## src/rtl/calendar_date_add_days_assert.svh

```systemverilog
// Assertion macros for the calendar date adder.
// Included by the top level only; needs no package.
`ifndef CALENDAR_DATE_ADD_DAYS_ASSERT_SVH
`define CALENDAR_DATE_ADD_DAYS_ASSERT_SVH

// The consequent must hold in the same cycle as the antecedent.
`define CDAD_ASSERT_SAME(label, clk, rst, ante, cons) \
   label: assert property (@(posedge clk) disable iff (rst) (ante) |-> (cons)) \
      else $error("calendar date adder: same-cycle check failed");

// The consequent must hold in the cycle after the antecedent.
`define CDAD_ASSERT_NEXT(label, clk, rst, ante, cons) \
   label: assert property (@(posedge clk) disable iff (rst) (ante) |=> (cons)) \
      else $error("calendar date adder: next-cycle check failed");

`endif

```

## src/rtl/cdad_pkg.sv

```systemverilog
// Package for the calendar date adder: field types, calendar constants,
// sequencer states and the control and status structs. No dependencies.
`timescale 1ns / 1ps
`default_nettype none

package cdad_pkg;

   typedef logic [13:0] year_type;
   typedef logic [3:0]  month_type;
   typedef logic [4:0]  mday_type;
   typedef logic [15:0] count_type;
   typedef logic [16:0] acc_type;
   typedef logic [4:0]  mod25_type;
   typedef logic [26:0] prod_type;

   localparam year_type  MAX_YEAR     = 14'd9999;
   localparam count_type MAX_ADD_DAYS = 16'd65535;

   localparam month_type MONTH_JAN = 4'd1;
   localparam month_type MONTH_FEB = 4'd2;
   localparam month_type MONTH_APR = 4'd4;
   localparam month_type MONTH_JUN = 4'd6;
   localparam month_type MONTH_SEP = 4'd9;
   localparam month_type MONTH_NOV = 4'd11;
   localparam month_type MONTH_DEC = 4'd12;

   localparam mday_type DAYS_28 = 5'd28;
   localparam mday_type DAYS_29 = 5'd29;
   localparam mday_type DAYS_30 = 5'd30;
   localparam mday_type DAYS_31 = 5'd31;

   // floor(y / 25) = (y * RECIP_25) >> RECIP_SHIFT for every 14-bit y.
   localparam logic [12:0] RECIP_25    = 13'd5243;
   localparam int          RECIP_SHIFT = 17;
   localparam mod25_type   MOD25_LAST  = 5'd24;

   typedef enum logic [2:0] {
      ST_IDLE,
      ST_MUL,
      ST_MOD,
      ST_CHECK,
      ST_WALK,
      ST_DONE
   } state_type;

   typedef struct packed {
      logic load;
      logic mul_en;
      logic mod_en;
      logic add_en;
      logic step_en;
   } ctl_type;

   typedef struct packed {
      logic date_ok;
      logic fits;
      logic year_ovf;
   } status_type;

endpackage

`default_nettype wire

```

## src/rtl/calendar_date_add_days.sv

```systemverilog
// Top level of the calendar date adder: handshakes, sequencer and flags.
// Depends on cdad_pkg, cdad_dp and calendar_date_add_days_assert.svh.
//
//   Channel   Direction  Handshake              Payload
//   req_      in         req_valid, req_ready   year, month, day, days to add
//   rsp_      out        rsp_valid, rsp_ready   year, month, day, two flags
//
// One transfer is in the block at a time; req_ready is high only when idle.
// An item passes the multiply, modulo and check states, then one walk step per
// month carried; the month compare and subtract sets the length of the walk.
// An invalid start date goes from the check state straight to done, with no walk.
// Reset is synchronous and returns the sequencer to idle with no result.
// The result is held in the output registers while rsp_ready is low.
`timescale 1ns / 1ps
`default_nettype none

`include "calendar_date_add_days_assert.svh"

module calendar_date_add_days (
   input  wire logic                clock,
   input  wire logic                reset,
   input  wire logic                req_valid,
   output logic                     req_ready,
   input  wire cdad_pkg::year_type  req_year_in,
   input  wire cdad_pkg::month_type req_month_in,
   input  wire cdad_pkg::mday_type  req_day_in,
   input  wire cdad_pkg::count_type req_days_to_add,
   output logic                     rsp_valid,
   input  wire logic                rsp_ready,
   output cdad_pkg::year_type       rsp_year_out,
   output cdad_pkg::month_type      rsp_month_out,
   output cdad_pkg::mday_type       rsp_day_out,
   output logic                     rsp_input_invalid,
   output logic                     rsp_year_overflow
);

   cdad_pkg::state_type  state_ff, state_in;
   logic                 invalid_ff, invalid_in;
   logic                 overflow_ff, overflow_in;
   cdad_pkg::ctl_type    ctl;
   cdad_pkg::status_type status;
   logic                 sat_ok;
   logic                 date_out_ok;

   cdad_dp u_dp (
      .clock     (clock),
      .ctl       (ctl),
      .year_in   (req_year_in),
      .month_in  (req_month_in),
      .day_in    (req_day_in),
      .add_in    (req_days_to_add),
      .year_out  (rsp_year_out),
      .month_out (rsp_month_out),
      .day_out   (rsp_day_out),
      .status    (status)
   );

   always_ff @(posedge clock) begin
      if (reset) begin
         state_ff    <= cdad_pkg::ST_IDLE;
         invalid_ff  <= 1'b0;
         overflow_ff <= 1'b0;
      end else begin
         state_ff    <= state_in;
         invalid_ff  <= invalid_in;
         overflow_ff <= overflow_in;
      end
   end

   always_comb begin
      state_in    = state_ff;
      invalid_in  = invalid_ff;
      overflow_in = overflow_ff;
      ctl         = '0;
      req_ready   = 1'b0;
      rsp_valid   = 1'b0;
      unique case (state_ff)
         cdad_pkg::ST_IDLE: begin
            req_ready = 1'b1;
            if (req_valid) begin
               ctl.load    = 1'b1;
               invalid_in  = 1'b0;
               overflow_in = 1'b0;
               state_in    = cdad_pkg::ST_MUL;
            end
         end
         cdad_pkg::ST_MUL: begin
            ctl.mul_en = 1'b1;
            state_in   = cdad_pkg::ST_MOD;
         end
         cdad_pkg::ST_MOD: begin
            ctl.mod_en = 1'b1;
            state_in   = cdad_pkg::ST_CHECK;
         end
         cdad_pkg::ST_CHECK: begin
            if (status.date_ok) begin
               ctl.add_en = 1'b1;
               state_in   = cdad_pkg::ST_WALK;
            end else begin
               invalid_in = 1'b1;
               state_in   = cdad_pkg::ST_DONE;
            end
         end
         cdad_pkg::ST_WALK: begin
            ctl.step_en = 1'b1;
            if (status.fits) begin
               state_in = cdad_pkg::ST_DONE;
            end else if (status.year_ovf) begin
               overflow_in = 1'b1;
               state_in    = cdad_pkg::ST_DONE;
            end
         end
         cdad_pkg::ST_DONE: begin
            rsp_valid = 1'b1;
            if (rsp_ready) begin
               state_in = cdad_pkg::ST_IDLE;
            end
         end
         default: begin
            state_in = cdad_pkg::ST_IDLE;
         end
      endcase
   end

   assign rsp_input_invalid = invalid_ff;
   assign rsp_year_overflow = overflow_ff;

   assign sat_ok      = (rsp_year_out == cdad_pkg::MAX_YEAR) &&
                        (rsp_month_out == cdad_pkg::MONTH_DEC) &&
                        (rsp_day_out == cdad_pkg::DAYS_31);
   assign date_out_ok = (rsp_month_out != 4'd0) && (rsp_month_out <= cdad_pkg::MONTH_DEC) &&
                        (rsp_day_out != 5'd0);

   `CDAD_ASSERT_SAME(a_one_item, clock, reset, rsp_valid, !req_ready)
   `CDAD_ASSERT_NEXT(a_no_early_result, clock, reset, req_valid && req_ready, !rsp_valid)
   `CDAD_ASSERT_SAME(a_overflow_saturates, clock, reset, rsp_valid && rsp_year_overflow, sat_ok)
   `CDAD_ASSERT_SAME(a_valid_date_out, clock, reset, rsp_valid && !rsp_input_invalid, date_out_ok)

endmodule

`default_nettype wire

```

## src/rtl/cdad_mlen.sv

```systemverilog
// Month length unit: leap-year test and days in the month.
// Depends on cdad_pkg.
`timescale 1ns / 1ps
`default_nettype none

module cdad_mlen (
   input  wire logic [3:0]          year_lo,
   input  wire cdad_pkg::mod25_type year_mod25,
   input  wire cdad_pkg::month_type month,
   output cdad_pkg::mday_type       length
);

   logic leap;

   // A year is leap when divisible by four, unless it is a century year
   // that is not also divisible by sixteen (that is, by four hundred).
   assign leap = (year_lo[1:0] == 2'b00) &&
                 ((year_mod25 != '0) || (year_lo == 4'b0000));

   always_comb begin
      unique case (month)
         cdad_pkg::MONTH_FEB: begin
            length = leap ? cdad_pkg::DAYS_29 : cdad_pkg::DAYS_28;
         end
         cdad_pkg::MONTH_APR, cdad_pkg::MONTH_JUN,
         cdad_pkg::MONTH_SEP, cdad_pkg::MONTH_NOV: begin
            length = cdad_pkg::DAYS_30;
         end
         default: begin
            length = cdad_pkg::DAYS_31;
         end
      endcase
   end

endmodule

`default_nettype wire

```

## src/rtl/cdad_dp.sv

```systemverilog
// Datapath of the date adder: date registers, the year modulo 25 unit and
// the shared compare and subtract that carries one month per step.
// Depends on cdad_pkg and cdad_mlen.
`timescale 1ns / 1ps
`default_nettype none

module cdad_dp (
   input  wire logic                clock,
   input  wire cdad_pkg::ctl_type   ctl,
   input  wire cdad_pkg::year_type  year_in,
   input  wire cdad_pkg::month_type month_in,
   input  wire cdad_pkg::mday_type  day_in,
   input  wire cdad_pkg::count_type add_in,
   output cdad_pkg::year_type       year_out,
   output cdad_pkg::month_type      month_out,
   output cdad_pkg::mday_type       day_out,
   output cdad_pkg::status_type     status
);

   cdad_pkg::year_type  year_ff,  year_next_in;
   cdad_pkg::month_type month_ff, month_next_in;
   cdad_pkg::acc_type   day_ff,   day_next_in;
   cdad_pkg::count_type add_ff,   add_next_in;
   cdad_pkg::prod_type  prod_ff,  prod_in;
   cdad_pkg::mod25_type mod25_ff, mod25_in;

   cdad_pkg::mday_type  len;
   logic [9:0]          quot;
   logic [14:0]         quot25;
   logic [14:0]         rem;
   logic [14:0]         year_inc;
   cdad_pkg::count_type add_sat;

   cdad_mlen u_mlen (
      .year_lo    (year_ff[3:0]),
      .year_mod25 (mod25_ff),
      .month      (month_ff),
      .length     (len)
   );

   assign quot     = prod_ff[26:cdad_pkg::RECIP_SHIFT];
   assign quot25   = {1'b0, quot, 4'b0000} + {2'b00, quot, 3'b000} + {5'b00000, quot};
   assign rem      = {1'b0, year_ff} - quot25;
   assign year_inc = {1'b0, year_ff} + 15'd1;
   assign add_sat  = (add_ff > cdad_pkg::MAX_ADD_DAYS) ? cdad_pkg::MAX_ADD_DAYS : add_ff;

   assign status.fits     = (day_ff <= {12'd0, len});
   assign status.year_ovf = (month_ff == cdad_pkg::MONTH_DEC) &&
                            (year_inc > {1'b0, cdad_pkg::MAX_YEAR});
   assign status.date_ok  = (year_ff != '0) && (year_ff <= cdad_pkg::MAX_YEAR) &&
                            (month_ff != '0) && (month_ff <= cdad_pkg::MONTH_DEC) &&
                            (day_ff != '0) && (day_ff <= {12'd0, len});

   always_comb begin
      year_next_in  = year_ff;
      month_next_in = month_ff;
      day_next_in   = day_ff;
      add_next_in   = add_ff;
      prod_in       = prod_ff;
      mod25_in      = mod25_ff;
      if (ctl.load) begin
         year_next_in  = year_in;
         month_next_in = month_in;
         day_next_in   = {12'd0, day_in};
         add_next_in   = add_in;
      end else if (ctl.mul_en) begin
         prod_in = {13'd0, year_ff} * {14'd0, cdad_pkg::RECIP_25};
      end else if (ctl.mod_en) begin
         mod25_in = rem[4:0];
      end else if (ctl.add_en) begin
         day_next_in = day_ff + {1'b0, add_sat};
      end else if (ctl.step_en && !status.fits) begin
         if (status.year_ovf) begin
            year_next_in  = cdad_pkg::MAX_YEAR;
            month_next_in = cdad_pkg::MONTH_DEC;
            day_next_in   = {12'd0, cdad_pkg::DAYS_31};
         end else begin
            day_next_in = day_ff - {12'd0, len};
            if (month_ff == cdad_pkg::MONTH_DEC) begin
               month_next_in = cdad_pkg::MONTH_JAN;
               year_next_in  = year_inc[13:0];
               mod25_in      = (mod25_ff == cdad_pkg::MOD25_LAST) ? '0 : mod25_ff + 5'd1;
            end else begin
               month_next_in = month_ff + 4'd1;
            end
         end
      end
   end

   always_ff @(posedge clock) begin
      year_ff  <= year_next_in;
      month_ff <= month_next_in;
      day_ff   <= day_next_in;
      add_ff   <= add_next_in;
      prod_ff  <= prod_in;
      mod25_ff <= mod25_in;
   end

   assign year_out  = year_ff;
   assign month_out = month_ff;
   assign day_out   = day_ff[4:0];

endmodule

`default_nettype wire
```

## config.mk

```make
export PLATFORM = sky130hd
export DESIGN_NAME = calendar_date_add_days
export DESIGN_NICKNAME = d
export VERILOG_FILES = /design/src/rtl/cdad_pkg.sv /design/src/rtl/calendar_date_add_days.sv /design/src/rtl/cdad_mlen.sv /design/src/rtl/cdad_dp.sv
export VERILOG_INCLUDE_DIRS = /design/src /design/src/rtl
export SDC_FILE = /design/constraint.sdc
export NUM_CORES = 1
export LEC_CHECK = 0
export BUFFER_PORTS_ARGS = -buffer_cell sky130_fd_sc_hd__buf_4
export CORE_ASPECT_RATIO = 1.25
export CORE_UTILIZATION = 45
export CTS_BUF_LIST = sky130_fd_sc_hd__clkbuf_4
export DETAILED_ROUTE_END_ITERATION = 7
export PLACE_DENSITY = 0.73
export SETUP_SLACK_MARGIN = 0.2
export SYNTH_ARGS = -nofsm -noshare
export SYNTH_HDL_FRONTEND = slang
export SYNTH_SLANG_ARGS = --single-unit
```

## constraint.sdc

```tcl
create_clock -name clock -period 6.3 [get_ports clock]
set_clock_uncertainty 0.1 [all_clocks]
set_input_delay 0.315 -clock clock [delete_from_list [all_inputs] [get_ports clock]]
set_output_delay 0.315 -clock clock [all_outputs]
set_load 0.005 [all_outputs]
```

Yosys cells after proc, flatten, opt, wreduce, memory -nomap -nowiden
Index checks and enable logic that the tools add are counted.
{"block": "word_totals", "mem_bits_rw": 0, "mem_bits_ro": 0, "latchBits": 0, "output_inout_bits": 27, "inputBits": 43, "reg_bits": 83, "mem_count": 0, "wordCells": 135}
{"block": "classes", "bitwise_logic": 3, "magnitude_cmp": 5, "n_shift": 0, "mux": 50, "multipliers": 1, "n_addsub": 8, "eq_ne": 23, "div": 0, "reduce_logical": 35}
{"operator": "$mux W14", "n": 7}
{"operator": "$mux W17", "n": 3}
{"operator": "$mux W5", "n": 9}
{"operator": "$mux W4", "n": 7}
{"operator": "$mul A14 B13 Y22 const B", "n": 1}
{"operator": "$pmux W3 S6", "n": 1}
{"operator": "$add A17 B16 Y17", "n": 1}
{"operator": "$le A17 B5 Y1", "n": 1}
{"operator": "$reduce_bool A17 Y1", "n": 1}
{"operator": "$sub A17 B5 Y17", "n": 1}
{"operator": "$gt A16 B16 Y1 const B", "n": 1}
{"operator": "$mux W16", "n": 1}
{"operator": "$add A14 B1 Y15 const B", "n": 1}
{"operator": "$gt A15 B14 Y1 const B", "n": 1}
{"operator": "$mux W1", "n": 15}
{"operator": "$le A14 B14 Y1 const B", "n": 1}
{"operator": "$reduce_bool A14 Y1", "n": 1}
{"operator": "$eq A4 B4 Y1 const B", "n": 3}
{"operator": "$mux W3", "n": 4}
{"operator": "$ne A2 B2 Y1 const B", "n": 6}
{"operator": "$reduce_and A3 Y1", "n": 4}
{"operator": "$reduce_bool A2 Y1", "n": 6}
{"operator": "$add A5 B5 Y5", "n": 2}
{"operator": "$eq A4 B3 Y1 const B", "n": 2}
{"operator": "other kinds (28)", "n": 45}

Logic depth before layout (Yosys ltp)
Gate-level depths: netlist of run 1.
{"block": "depth", "ltp_word": 13, "mapped_depth": 19, "ltp_nobuf": 18}

By module
Synthesis of run 1 repeated with hierarchy kept, for this count alone.
{"block": "hier_totals", "hier_cells": 872, "area_unflattened_um2": 8212.9}
{"mod": "cdad_dp", "seq_area_each_um2": 1711.6, "cells_per_inst": 819, "area_per_inst_um2": 7788.7, "instances": 1}
{"mod": "calendar_date_add_days", "seq_area_each_um2": 100.1, "cells_per_inst": 41, "area_per_inst_um2": 334.1, "instances": 1}
{"mod": "cdad_mlen", "seq_area_each_um2": 0.0, "cells_per_inst": 12, "area_per_inst_um2": 90.1, "instances": 1}

Least setup slack after synthesis of run 1
OpenSTA, ideal clock, no wires.
{"block": "synth_timing", "path_kind": "reg-to-reg", "from": "register u_dp.year_ff[11] (netlist: u_dp.year_out[11])", "to": "register u_dp.prod_ff[21] (data pin)", "path_buffers": 0, "slack_ps": 1222, "setup_ps": 260, "synth_period_minus_slack_ps": 5078, "required_time_ps": 5940, "stages_incl_launch_ff": 19, "arrival_time_ps": 4718, "path_cell_list": "edfxtp_1 > fa_1 > ha_1 > inv_1 > fa_1 > inv_1 > fa_1 > inv_1 > fa_1 > inv_1 > ha_1 > o2111ai_1 > inv_1 > a221oi_1 > o21ai_0 > a211oi_1 > o21bai_1 > a21oi_1 > xnor2_1"}
{"block": "synth_between", "elab_chain_len": 1}
{"element": "start, declared", "line": "cdad_dp.sv:20", "text": "cdad_pkg::year_type year_ff, year_next_in;"}
{"element": "start signal, assigned", "line": "cdad_dp.sv:91", "text": "year_ff <= year_next_in;"}
{"element": "$mul A14 B13 Y22", "line": "cdad_dp.sv:67", "text": "prod_in = {13'd0, year_ff} * {14'd0, cdad_pkg::RECIP_25};"}
{"element": "end signal, assigned", "line": "cdad_dp.sv:95", "text": "prod_ff <= prod_in;"}
{"element": "end, declared", "line": "cdad_dp.sv:24", "text": "cdad_pkg::prod_type prod_ff, prod_in;"}
Every way passes these cells.
A chain may end at the register's enable or synchronous reset.

Worst setup path after layout of run 1
{"block": "layout_timing", "from": "register u_dp.year_ff[4] (netlist: u_dp.year_out[4])", "to": "register u_dp.prod_ff[21] (data pin)"}
Same word-level chain as after synthesis.

==> impl_metrics.env, run 1 <==
export IMPL_status="completed"
export IMPL_power_leakage_nw=4.23
export IMPL_tns_ns=0
export IMPL_dpl_hpwl_um=15100
export IMPL_netlist_area_leader_share=0.203
export IMPL_max_freq_mhz=180
export IMPL_drive_gt1_frac=0.121
export IMPL_routed_wl_um=18700
export IMPL_syn_nets=1079
export IMPL_wire_per_inst_um=16.3
export IMPL_hold_worst_slack_ns=0.0544
export IMPL_vias_per_cell=5.45
export IMPL_met3_length_um=458
export IMPL_required_ns=6.38
export IMPL_synthesis_instances=842
export IMPL_cts_tree="yes"
export IMPL_die_area_um2=18200
export IMPL_ios=70
export IMPL_final_hold_viol_count=0
export IMPL_grt_pass1_wl_um=30400
export IMPL_maxSlewHeadroom=0.332
export IMPL_hp_class="in2reg"
export IMPL_drtPass1Iterations=4
export IMPL_drc=0
export IMPL_p_clk_frac=0.063
export IMPL_p_seq_frac=0.150
export IMPL_first_global_vias=6439
export IMPL_critPathSlowestCell="edfxtp_1"
export IMPL_synth_async_reset_ratio=0
export IMPL_worstSkewPairLatency_ns=0.43
export IMPL_setup_viol=0
export IMPL_finalCritPeriodShare=0.882
export IMPL_slew_viol_final=0
export IMPL_max_cap_viol_count=0
export IMPL_gp_congestion=0.903
export IMPL_arrival_ns=5.63
export IMPL_cpLargestDelayFamily="adder cells"
export IMPL_cts_buffer_depth=2
export IMPL_worst_pin_slew_ns=1.00
export IMPL_numCtsBuffers=9
export IMPL_grt_max_degree=53
export IMPL_initial_core_util=0.459
export IMPL_synth_seq_area_share=0.227
export IMPL_fin_crit_ns=5.55
export IMPL_synth_ff_type="edfxtp_1"
export IMPL_finalPower_mw=5.29
export IMPL_root_buffer="clkbuf_4"
export IMPL_clkTransAtPathRegs_ns=0.12
export IMPL_layout_area_overhead_vs_synth_pct=12.8
export IMPL_p_int_mw=2.65
export IMPL_critical_path_max_stage_delay_ns=0.73
export IMPL_path_class="reg2reg"
export IMPL_wl_met1_um=7380
export IMPL_switching_power_mw=2.65
export IMPL_critPathMaxFanout=12
export IMPL_wl_met2_um=10300
export IMPL_portBuffers=69
export IMPL_pwr_share_comb=0.787
export IMPL_chipWidth_um=121
export IMPL_top_layer="met4"
export IMPL_avgSynthCellArea_um2=9.46
export IMPL_pwr_density_cell_nw_per_um2=589
export IMPL_syn_area_um2=7970
export IMPL_final_core_util=0.518
export IMPL_cts_htree_levels=3
export IMPL_core_rowCount=54
export IMPL_path_buf_inv=4
export IMPL_fp_dieH_um=151
export IMPL_grt_util_all_layers=0.215
export IMPL_grt_overflow_total=0
export IMPL_yosysUniqueCellTypes=73
export IMPL_peakVddDrop_uv=363
export IMPL_switching_share=0.500
export IMPL_worstSetupStartpointType="flip-flop"
export IMPL_rsz0062_at_grt="no"
export IMPL_cp_cell_sequence="inv_1 -> fa_1 -> inv_1 -> ha_1 -> fa_1 -> inv_1 -> fa_1 -> fa_1 -> inv_1 -> ha_1 -> nor4_1 -> o211ai_1 -> o211ai_1 -> o21ai_0 -> a211oi_1 -> o21bai_1 -> a21oi_1 -> xnor2_1"
export IMPL_synth_area_top_cells="ha_1, edfxtp_1, fa_1"
export IMPL_synth_most_common_cell="inv_1"
export IMPL_antenna_found_initial=1
export IMPL_ant_nets=0
export IMPL_ys_ff_latch=66
export IMPL_vias=6260
export IMPL_final_nets=1156
export IMPL_cts_sinks=66
export IMPL_synth_edff_count=49
export IMPL_drt_iter0_drc=260
export IMPL_synth_top_cell_by_area="ha_1"
export IMPL_yosysWarnings=0
export IMPL_end_kind="flip-flop"
export IMPL_core_area_um2=17400
export IMPL_synth_commonest_cells="inv_1, ha_1, fa_1, nand2_1, edfxtp_1"
[area by class of cell]
class,instances,area [µm²]
multi-input cells,602,5450
fillers,1567,8370
clock inverters,6,90.1
flip-flops and latches,66,1810
repair buffers,91,726
diodes,1,2.50
clock buffers,10,75.1
well taps,224,280
inverters,149,559
[kinds of logic after synthesis]
kind of cell	count (synthesis)	share of synthesized area
simple gates	198	0.130
fa+ha+maj	194	0.366
buf+inv	174	0.0891
compound gates	162	0.135
flops	66	0.227
xor+xnor	47	0.0517
mux	1	0.00126
[stage by stage]
stage / setup WS, ns / std cells / cell area (µm²)
2_1_floorplan: 1.22 / 842 / 7970
3_3_place_gp: 0.874 / 1115 / 8650
3_5_place_dp: 0.789 / 1115 / 8650
4_1_cts: 0.760 / 1148 / 8990
5_1_grt: 0.379 / 1149 / 8990
6_report: 0.746 / 1149 / 8990
[flip-flops by register name, summed over array words and instances, names as in the netlist, 3 cells and up]
signal / count
state_ff: 3
u_dp.add_ff: 16
u_dp.day_ff: 17
u_dp.mod25_ff: 5
u_dp.month_out: 4
u_dp.prod_ff: 5
u_dp.year_out: 14
[metal layers]
layer / global-route usage / vias up
met3: 0.0216 / 33
met2: 0.419 / 121
met5: 0 / -
li1: - / 3031
met1: 0.232 / 3075
met4: 0.0951 / 0
[worst register-to-register path, stage by stage (launching register included)]
cell	delay [ns]
edfxtp_1	0.73
inv_1	0.29
fa_1	0.58
inv_1	0.04
ha_1	0.21
fa_1	0.53
inv_1	0.05
fa_1	0.48
fa_1	0.56
inv_1	0.04
ha_1	0.21
nor4_1	0.19
o211ai_1	0.13
o211ai_1	0.18
o21ai_0	0.20
a211oi_1	0.35
o21bai_1	0.16
a21oi_1	0.20
xnor2_1	0.08
[cells in the final DEF, fill, tap and decap left out, types with 11 or more instances in the layout]
cell type / synthesis / routed
a21o_1: 11 / 11
dlygate4sd3_1: 0 / 17
fa_1: 65 / 65
a21oi_1: 37 / 37
o21ai_0: 36 / 35
nand3_1: 20 / 20
dfxtp_1: 17 / 17
nor2_1: 45 / 45
xnor2_1: 31 / 31
edfxtp_1: 49 / 49
xor2_1: 16 / 16
inv_1: 148 / 148
a31oi_1: 11 / 11
nand2_1: 54 / 54
buf_4: 9 / 74
nor3_1: 18 / 18
ha_1: 129 / 129
[final timing paths]
kind	startpoint	to	slack (ns)	depth (start not counted)
max reg2reg	u_dp.year_out[4]	u_dp.prod_ff[21]	0.75	18
min reg2reg	rsp_year_overflow	rsp_year_overflow	0.36	2
max	u_dp.year_out[4]	u_dp.prod_ff[21]	0.75	18
min	req_day_in[3]	u_dp.day_ff[3]	0.05	3
[repair_timing]
action,4_1_cts,5_1_grt
hold endpoints to repair,21,0
gates resized for setup,0,0
hold buffers,17,0
setup buffers,0,0
[power by group through the flow]
stage | registers [mW] | clock network (mW) | logic, mW
floorplan | 0.764 | 0 | 3.15
global placement | 0.800 | 0 | 4.02
detailed placement | 0.804 | 0 | 4.18
CTS | 0.794 | 0.340 | 4.23
global route | 0.810 | 0.357 | 4.88
finish | 0.795 | 0.333 | 4.17
(Power assumes the default switching activity.)
==> inputs of run 2 (changes only) <==
Settings changed: SYNTH_HIERARCHICAL from default to 1.
==> impl_metrics.env, run 2 <==
export IMPL_portBuffers=69
export IMPL_chipWidth_um=123
export IMPL_status="completed"
export IMPL_avgSynthCellArea_um2=9.42
export IMPL_synthesis_instances=872
export IMPL_routed_wl_um=18900
export IMPL_netlist_area_leader_share=0.198
export IMPL_synth_edff_count=49
export IMPL_drt_iter0_drc=437
export IMPL_cts_tree="yes"
export IMPL_vias=6282
export IMPL_grt_pass1_wl_um=31300
export IMPL_largest_register="u_dp/day_ff"
export IMPL_synth_most_common_cell="inv_1"
export IMPL_numCtsBuffers=9
export IMPL_root_buffer="clkbuf_4"
export IMPL_layout_area_overhead_vs_synth_pct=11.9
export IMPL_worstSkewPairLatency_ns=0.46
export IMPL_final_cell_mix="inv_1, ha_1, buf_4, fa_1, edfxtp_1"
export IMPL_final_nets=1185
export IMPL_grt_overflow_total=0
export IMPL_max_cap_viol_count=0
export IMPL_max_freq_mhz=191
export IMPL_die_area_um2=18800
export IMPL_first_global_vias=6580
export IMPL_drc=0
export IMPL_ios=70
export IMPL_cts_resized=0
export IMPL_fp_dieH_um=153
export IMPL_yosysUniqueCellTypes=72
export IMPL_synth_commonest_cells="inv_1, ha_1, fa_1, edfxtp_1, nand2_1"
export IMPL_cts_setup_buffers=0
export IMPL_wire_per_inst_um=16.1
export IMPL_synth_ff_type="edfxtp_1"
export IMPL_path_class="reg2reg"
export IMPL_gp_congestion=0.858
export IMPL_slew_viol_final=0
export IMPL_cts_htree_levels=3
export IMPL_layout_commonest_cell="inv_1"
export IMPL_clkTransAtPathRegs_ns=0.13
export IMPL_synth_seq_area_share=0.221
export IMPL_finalCritPeriodShare=0.830
export IMPL_core_rowCount=54
export IMPL_setup_viol=0
export IMPL_synth_top_cell_by_area="ha_1"
export IMPL_critPathMaxFanout=10
export IMPL_maxSlewHeadroom=0.217
export IMPL_core_area_um2=17600
export IMPL_final_hold_viol_count=0
export IMPL_cts_sinks=66
export IMPL_end_kind="flip-flop"
export IMPL_required_ns=6.39
export IMPL_cts_buffer_depth=2
export IMPL_vias_per_cell=5.34
export IMPL_worstSetupStartpointType="flip-flop"
export IMPL_initial_core_util=0.466
export IMPL_largest_reg_flops=17
export IMPL_worst_pin_slew_ns=1.17
export IMPL_ys_ff_latch=66
export IMPL_grt_max_degree=81
export IMPL_synth_area_top_cells="ha_1, edfxtp_1, fa_1"
export IMPL_rsz0062_at_grt="no"
export IMPL_syn_area_um2=8210
export IMPL_yosysWarnings=6
export IMPL_ant_nets=0
export IMPL_synth_async_reset_ratio=0
export IMPL_drtPass1Iterations=7
export IMPL_dpl_hpwl_um=14900
export IMPL_arrival_ns=5.32
export IMPL_drive_gt1_frac=0.116
export IMPL_hp_class="in2reg"
export IMPL_antenna_found_initial=1
export IMPL_grt_util_all_layers=0.214
export IMPL_fin_crit_ns=5.23
export IMPL_tns_ns=0
[run 2: layer usage]
| metal | share of wire | track usage |
|---|---|---|
| met3 | 0.034 | 0.0261 |
| met4 | 0.027 | 0.0801 |
| met1 | 0.41 | 0.255 |
| met2 | 0.53 | 0.386 |
| met5 | 0 | 0 |
[run 2: timing repair]
action                                  4_1_cts  5_1_grt
hold buffers                                 17        0
endpoints found under the setup margin        0        0
hold endpoints to repair                     20        0
[run 2: path summary, 6_finish.rpt]
path,from,endpoint,slack (ns),depth (start not counted)
setup / recovery,u_dp/year_out[6],u_dp/prod_ff[18],1.07,16
hold / removal,req_year_in[11],u_dp/year_out[11],0.02,3
setup reg to reg,u_dp/year_out[6],u_dp/prod_ff[18],1.07,16
hold reg to reg,rsp_year_overflow,rsp_year_overflow,0.40,2
[run 2: cell families after synthesis]
kind of cell | synth area share
buffers and inverters | 0.0992
adders and majority gates | 0.356
and+or+nand+nor | 0.129
AOI/OAI and AO/OA | 0.141
DFF | 0.221
xor gates and xnor gates | 0.0512
muxes | 0.00274
other | 0.000457
[run 2: stage by stage]
| stage | instances | setup slack [ns] | util | instance area [µm²] | hold WS, ns |
|---|---|---|---|---|---|
| global placement | 1143 | 1.20 | 0.504 | 8880 | 0.378 |
| finish | 1177 | 1.07 | 0.521 | 9190 | 0.0197 |
| global route | 1177 | 0.723 | 0.521 | 9190 | 0.0114 |
| CTS | 1176 | 1.07 | 0.521 | 9190 | 0.00180 |
| detailed placement | 1143 | 1.09 | 0.504 | 8880 | 0.389 |
| floorplan | 874 | 1.42 | - | 8220 | 0.284 |
[run 2: cell type report]
class,count,area [µm²]
Antenna cell,1,2.50
Clock buffer,11,82.6
Clock inverter,5,55.1
Fill cell,1588,8440
Inverter,170,638
Multi-Input combinational cell,609,5600
Sequential cell,66,1810
Tap cell,224,280
Timing Repair Buffer,91,726
[run 2: worst max-delay path, cell delays in order, from the launching register on]
cell and delay (ns):
edfxtp_1 0.69, inv_1 0.26, fa_1 0.54, inv_1 0.05, ha_1 0.21, fa_1 0.53, inv_1 0.05, fa_1 0.46
fa_1 0.54, inv_1 0.04, ha_1 0.29, a2111o_1 0.39, nor3_1 0.13, o21ai_0 0.15, a31o_2 0.25, a21oi_1 0.19
xnor2_1 0.08
Power of run 2 is left out: the tool's default activity adds up to more than one toggle a clock period on the data nets, which glitch-free logic cannot reach.
